$ cat src/design/cfir_pkg.sv
// Package for the complex FIR channel filter: sample, tap and word types,
// widths, register count and reset constants. No dependencies.
package cfir_pkg;

    localparam int SAMPLE_W      = 16;                // Q1.15 part width
    localparam int FRAC_W        = 15;                // fraction bits of Q1.15
    localparam int TAP_COUNT     = 8;                 // tap registers
    localparam int HIST_DEPTH    = TAP_COUNT - 1;     // previous samples kept
    localparam int TAP_IDX_W     = $clog2(TAP_COUNT);
    localparam int CFG_IDX_W     = 4;                 // register index on the port
    localparam int CFG_DATA_W    = 2 * SAMPLE_W;
    localparam int PROD_W        = 2 * SAMPLE_W;      // exact Q2.30 product
    localparam int NTAPS_DEFAULT = TAP_COUNT;

    // Newest-sample tap resets to about 1.0 + 0j
    localparam logic [CFG_DATA_W-1:0] TAP_LAST_RESET = 32'h7FFF_0000;

    // Complex Q1.15 value, real part in the upper half
    typedef struct packed {
        logic signed [SAMPLE_W-1:0] re;
        logic signed [SAMPLE_W-1:0] im;
    } cplx_t;

    // Input word
    typedef struct packed {
        logic signed [SAMPLE_W-1:0] sample_re;
        logic signed [SAMPLE_W-1:0] sample_im;
        logic                       start_block;
    } in_word_t;

    // Result word
    typedef struct packed {
        logic signed [SAMPLE_W-1:0] out_re;
        logic signed [SAMPLE_W-1:0] out_im;
        logic                       clipped;
    } out_word_t;

endpackage

$ cat src/design/cfir_round_sat.sv
// Round-half-up of a full-precision sum of Q2.30 products to Q1.15 with saturation.
// Depends on cfir_pkg.
module cfir_round_sat #(
    parameter int ACC_W = 36
) (
    input  logic signed [ACC_W-1:0]              acc,
    output logic signed [cfir_pkg::SAMPLE_W-1:0] q,
    output logic                                 clip
);
    import cfir_pkg::*;

    localparam logic signed [ACC_W:0] HALF_LSB = (ACC_W+1)'(1) <<< (FRAC_W - 1);
    localparam logic signed [ACC_W:0] Q_MAX =
        {{(ACC_W+1-SAMPLE_W){1'b0}}, 1'b0, {(SAMPLE_W-1){1'b1}}};
    localparam logic signed [ACC_W:0] Q_MIN =
        {{(ACC_W+1-SAMPLE_W){1'b1}}, 1'b1, {(SAMPLE_W-1){1'b0}}};

    logic signed [ACC_W:0] biased;
    logic signed [ACC_W:0] scaled;

    // add half an output LSB one bit wider, then floor by shifting
    always_comb begin
        biased = $signed({acc[ACC_W-1], acc}) + HALF_LSB;
        scaled = biased >>> FRAC_W;
        priority if (scaled > Q_MAX) begin
            q    = Q_MAX[SAMPLE_W-1:0];
            clip = 1'b1;
        end else if (scaled < Q_MIN) begin
            q    = Q_MIN[SAMPLE_W-1:0];
            clip = 1'b1;
        end else begin
            q    = scaled[SAMPLE_W-1:0];
            clip = 1'b0;
        end
    end

endmodule

$ cat config.mk
export PLATFORM = sky130hd
export DESIGN_NAME = cfir_round_sat
export DESIGN_NICKNAME = d
export VERILOG_FILES = /design/src/design/cfir_pkg.sv /design/src/design/cfir_round_sat.sv
export SDC_FILE = /design/constraint.sdc
export NUM_CORES = 1
export LEC_CHECK = 0
export BUFFER_PORTS_ARGS = -buffer_cell sky130_fd_sc_hd__buf_2
export CAP_MARGIN = 15
export CORE_MARGIN = 8
export CORE_UTILIZATION = 49
export DETAILED_ROUTE_END_ITERATION = 6
export PLACE_DENSITY = 0.91
export REMOVE_ABC_BUFFERS = 1
export SETUP_SLACK_MARGIN = 0.02
export SKIP_LAST_GASP = 1
export SLEW_MARGIN = 20
export SYNTH_ARGS = -nofsm -noshare
export SYNTH_HDL_FRONTEND = slang
export SYNTH_SLANG_ARGS = --single-unit
$ cat constraint.sdc
create_clock -name vclk -period 3.7
set_clock_uncertainty 0.15 [all_clocks]
set_input_delay 0 -clock vclk [all_inputs]
set_output_delay 0 -clock vclk [all_outputs]
set_load 0.01 [all_outputs]
# After elaboration in Yosys (flattened, before gate mapping)
# Cells that the tools add are included.
[totals]
ff_bits = 0
latchBits = 0
mem_bits_rw = 0
mem_bits_ro = 0
in_bits = 36
word_cells = 7
mem_count = 0
[classes]
add_sub_neg = 1
n_mul = 0
n_div = 0
n_lt_le_gt_ge = 2
eq_ne = 0
shifts = 0
muxes = 4
bitwise_logic = 0
reduce_logical = 0
[ops]
columns = ["cell", "count"]
rows = [
  ["$add 36x16->37 const B", 1],
  ["$mux 16", 2],
  ["$gt 22x16->1 const B", 1],
  ["$lt 22x16->1 const B", 1],
  ["$mux 1", 2],
]

# Depth between registers and ports, before layout
[depth]
ltp_word = 4
depth_mapped = 7
ltp_nobuf = 6

# Least setup slack after synthesis
# No wires, ideal clock.
[synth_timing]
path_kind = "input to output"
start = "input port acc[14]"
end = "output port q[1] (netlist bit)"
arrival_time_ns = 1.431
required_ns = 3.550
setup_slack_ns = 2.119
stages = 7
n_path_buf = 1
cell_sequence = "ha_1 nand3_1 nor4_2 mux2i_1 buf_2 nand2_1 o221ai_1"
[synth_via]
elab_chain_len = 4
word_cells_on_any_way = 5
classes_between = "add/sub: 1; order compare: 2; mux: 2"
[synth_lines]
columns = ["element", "line", "text"]
rows = [
  ["start: declaration", "cfir_round_sat.sv:6", "input logic signed [ACC_W-1:0] acc,"],
  ["$add 36x16->37 (*)", "cfir_round_sat.sv:23", "biased = $signed({acc[ACC_W-1], acc}) + HALF_LSB;"],
  ["$lt 22x16->1", "cfir_round_sat.sv:28", "end else if (scaled < Q_MIN) begin"],
  ["$mux 16", "cfir_round_sat.sv:28", ""],
  ["$mux 16 (*)", "cfir_round_sat.sv:25", "priority if (scaled > Q_MAX) begin"],
  ["end: declaration", "cfir_round_sat.sv:7", "output logic signed [cfir_pkg::SAMPLE_W-1:0] q,"],
]
# Mark *: on every way between the ends. The rest lies on a longest branch, timed or not.

# Worst setup path after layout
[layout_timing]
start = "input port acc[21]"
end = "output port q[2] (netlist bit)"
# The elaborated chain is that of the path after synthesis.

==> summary.md <==
| Metric | Value |
|---|---|
| CP arrival | between 2 and 2.5 ns |
| Post-route met1 wirelength | roughly 1100 um |
| Post-CTS Resized | 0 |
| Dpl hpwl | slightly above 2000 um |
| Layout net count | about 190 |
| Die Wd | 56.9 um |
| Number of DRC markers in iteration 0 | 22 |
| Register area share after synthesis | 0 |
| # DRC | 0 |
| Switching share of power | 0.591 |
| Post-place setup slack | roughly 1.5 ns |
| Vias in the first global route | a little under 1000 |
| Area of the multi-input gates | 769 um^2 |
| Hold Crit Class | primary input to output pin |
| IO Pins | between 50 and 60 |
| Tmin final | 2.26 ns |
| Combinational fraction of design power | 1.000 |
| Slowest Stage Delay on Critical Path | around 0.80 ns |
| Count of final setup violators | 0 |
| Die H | around 57 um |
| Setup crit end kind | output pin |
| P per Cell Area | 96.2 nW/um^2 |
| CP required | 3.55 ns |
| Setup bufs post-CTS | 0 |
| Via count | 1049 |
| Ant diodes | 0 |
| Final Cycle Share | 0.610 |
| Share of cells above drive strength 1 | 0.373 |
| Antenna-violating nets left | 0 |
| Die footprint | 3240 um^2 |
| Final Cell Area | 1000 um^2 |
| RSZ-0062 raised after global routing | false |
| CP max-delay cell | nor2_1 |
| WP buf/inv | 2 |
| Sequential share of power | 0 |
| Max_slew headroom | 0.345 |
| Post-synthesis cell area | between 800 and 900 um^2 |
| Max Clk Rate | 443 MHz |
| Initial antenna violation count | 0 |
| Leading area contributor after synthesis | nand2_1 |
| Clock Power Share | 0 |
| Core area | 1540 um^2 |
| CP Launch Type | primary input |
| Critical path's top delay family | simple AND/OR/NAND/NOR gates |
| First-pass GRT wire length | about 4200 um |
| Fillers | between 150 and 200 |
| Highest routed layer | met4 |
| Max Cap Violations | 0 |
| Met3 Wirelength | 183 um |
| Total grt overflow | 0 |
| Overall routed net length | ~2500 um |
| IO buf count | 39 |
| Switching Power | 56.8 uW |
| Met2 wire len | 1270 um |
| Crit path kind | primary input to output pin |
| Top cells by area, synth | nand2_1 (13%), o221ai_2 (9.1%), xnor2_1 (8.5%), o221ai_1 (6.4%), xor2_1 (6.4%) |
| Largest net degree at the start of global routing | 17 |
| Sequential cells | 0 |
| Syn avg cell area | 7.14 um^2 |
| TNS Setup | 0 ns |
| CP Max Fanout | 11 |
| Via density | around 6.3 |
| CP most frequent cell | buf_2 |
| Placer Congestion | 0.842 |
| Worst path cell trace | buf_2 -> nand4_1 -> nor3_1 -> a21boi_0 -> nor2_1 -> o221ai_1 -> buf_2 |
| Final Hold Fails | 0 |
| Max-slew violations | 0 |
| FF/Latch Area | 0 um^2 |
| Hold_ws | 0.287 ns |
| Final core utilization | 0.649 |
| Hold buffer count at cts | 0 |
| Overall Global Routing Usage | 0.145 |
| Run status | finished clean |
| Worst slew pin tran | ~0.98 ns |
| Post-synthesis cell count | 115 |
| Initial cell density of the core | 0.532 |
| Int Pwr | 39.4 uW |
| Synth unique cells | 38 |
| Area Growth Syn to Fin | 21.8% |
| Worst vdd ir | 0.0473 mV |
| Static Leak | 0.365 nW |
| Final worst slack | 1.44 ns |
| Detailed-route wire length per cell | between 15 and 20 um |
| Synth top area share | 0.128 |
| Cell Area, Placed | 1000 um^2 |
| Ys Warns | 0 |
| TritonRoute pass-1 iters | 4 |
| Row Count | 14 |
| # clk buffers | 0 |
[kinds of logic after synthesis]
| logic type | after synthesis | share of synthesized area |
|---|---|---|
| multiplexers | 1 | 0.0122 |
| XOR/XNOR | 14 | 0.149 |
| buffers and inverters | 7 | 0.0625 |
| AO/OA/AOI/OAI | 24 | 0.308 |
| adder cells (fa/ha/maj) | 1 | 0.0152 |
| AND/OR/NAND/NOR | 68 | 0.453 |
[layout by cell type, fill, tap and decap left out, types with 2 or more instances in the layout]
cell type  count
nor3_1         8
nand4_2        2
and4_1         3
nand3_1        7
xnor2_1        8
o221ai_1       6
nor2_1         5
o221ai_2       5
nand4_1        3
xor2_1         6
nand2_1       28
nor4_1         2
o32ai_1        3
buf_2         39
and3_1         2
[power groups by stage]
stage / clock (mW) / combinational, mW / sequential [mW]
after global routing: 0 / 0.106 / 0
after global placement: 0 / 0.0924 / 0
after floorplan: 0 / 0.0518 / 0
after detailed placement: 0 / 0.0958 / 0
final: 0 / 0.0962 / 0
after CTS: 0 / 0.0962 / 0
[cells in the mapped netlist (2+ instances only)]
master	number
nand4_2	2
o32ai_1	3
nand3_1	7
nor3_1	8
nand4_1	3
buf_2	2
nor2_1	5
and3_1	2
buf_6	3
nand2_1	28
o221ai_2	5
o221ai_1	6
nor4_1	2
and4_1	3
xor2_1	6
xnor2_1	8
[final timing paths]
kind	from	cells after the start	slack [ns]	end
max	acc[21]	7	1.44	q[2]
min	acc[26]	4	0.29	q[11]
[per-layer routing]
metal | GRT usage | up-vias
met5 | 0 | -
met1 | 0.173 | 485
met4 | 0.0168 | 0
met2 | 0.267 | 41
li1 | - | 521
met3 | 0.0270 | 2
[layout make-up]
type / count / share of cell area
well taps: 16 / 0.0200
repair buffers: 40 / 0.203
inverters: 2 / 0.00751
multi-input cells: 108 / 0.770
[through the flow]
step	power, mW	cells
after floorplan	0.0518	110
after detailed placement	0.0958	166
after global placement	0.0924	166
after CTS	0.0962	166
final	0.0962	166
after global routing	0.106	166
Power figures use the tool's default switching activity.
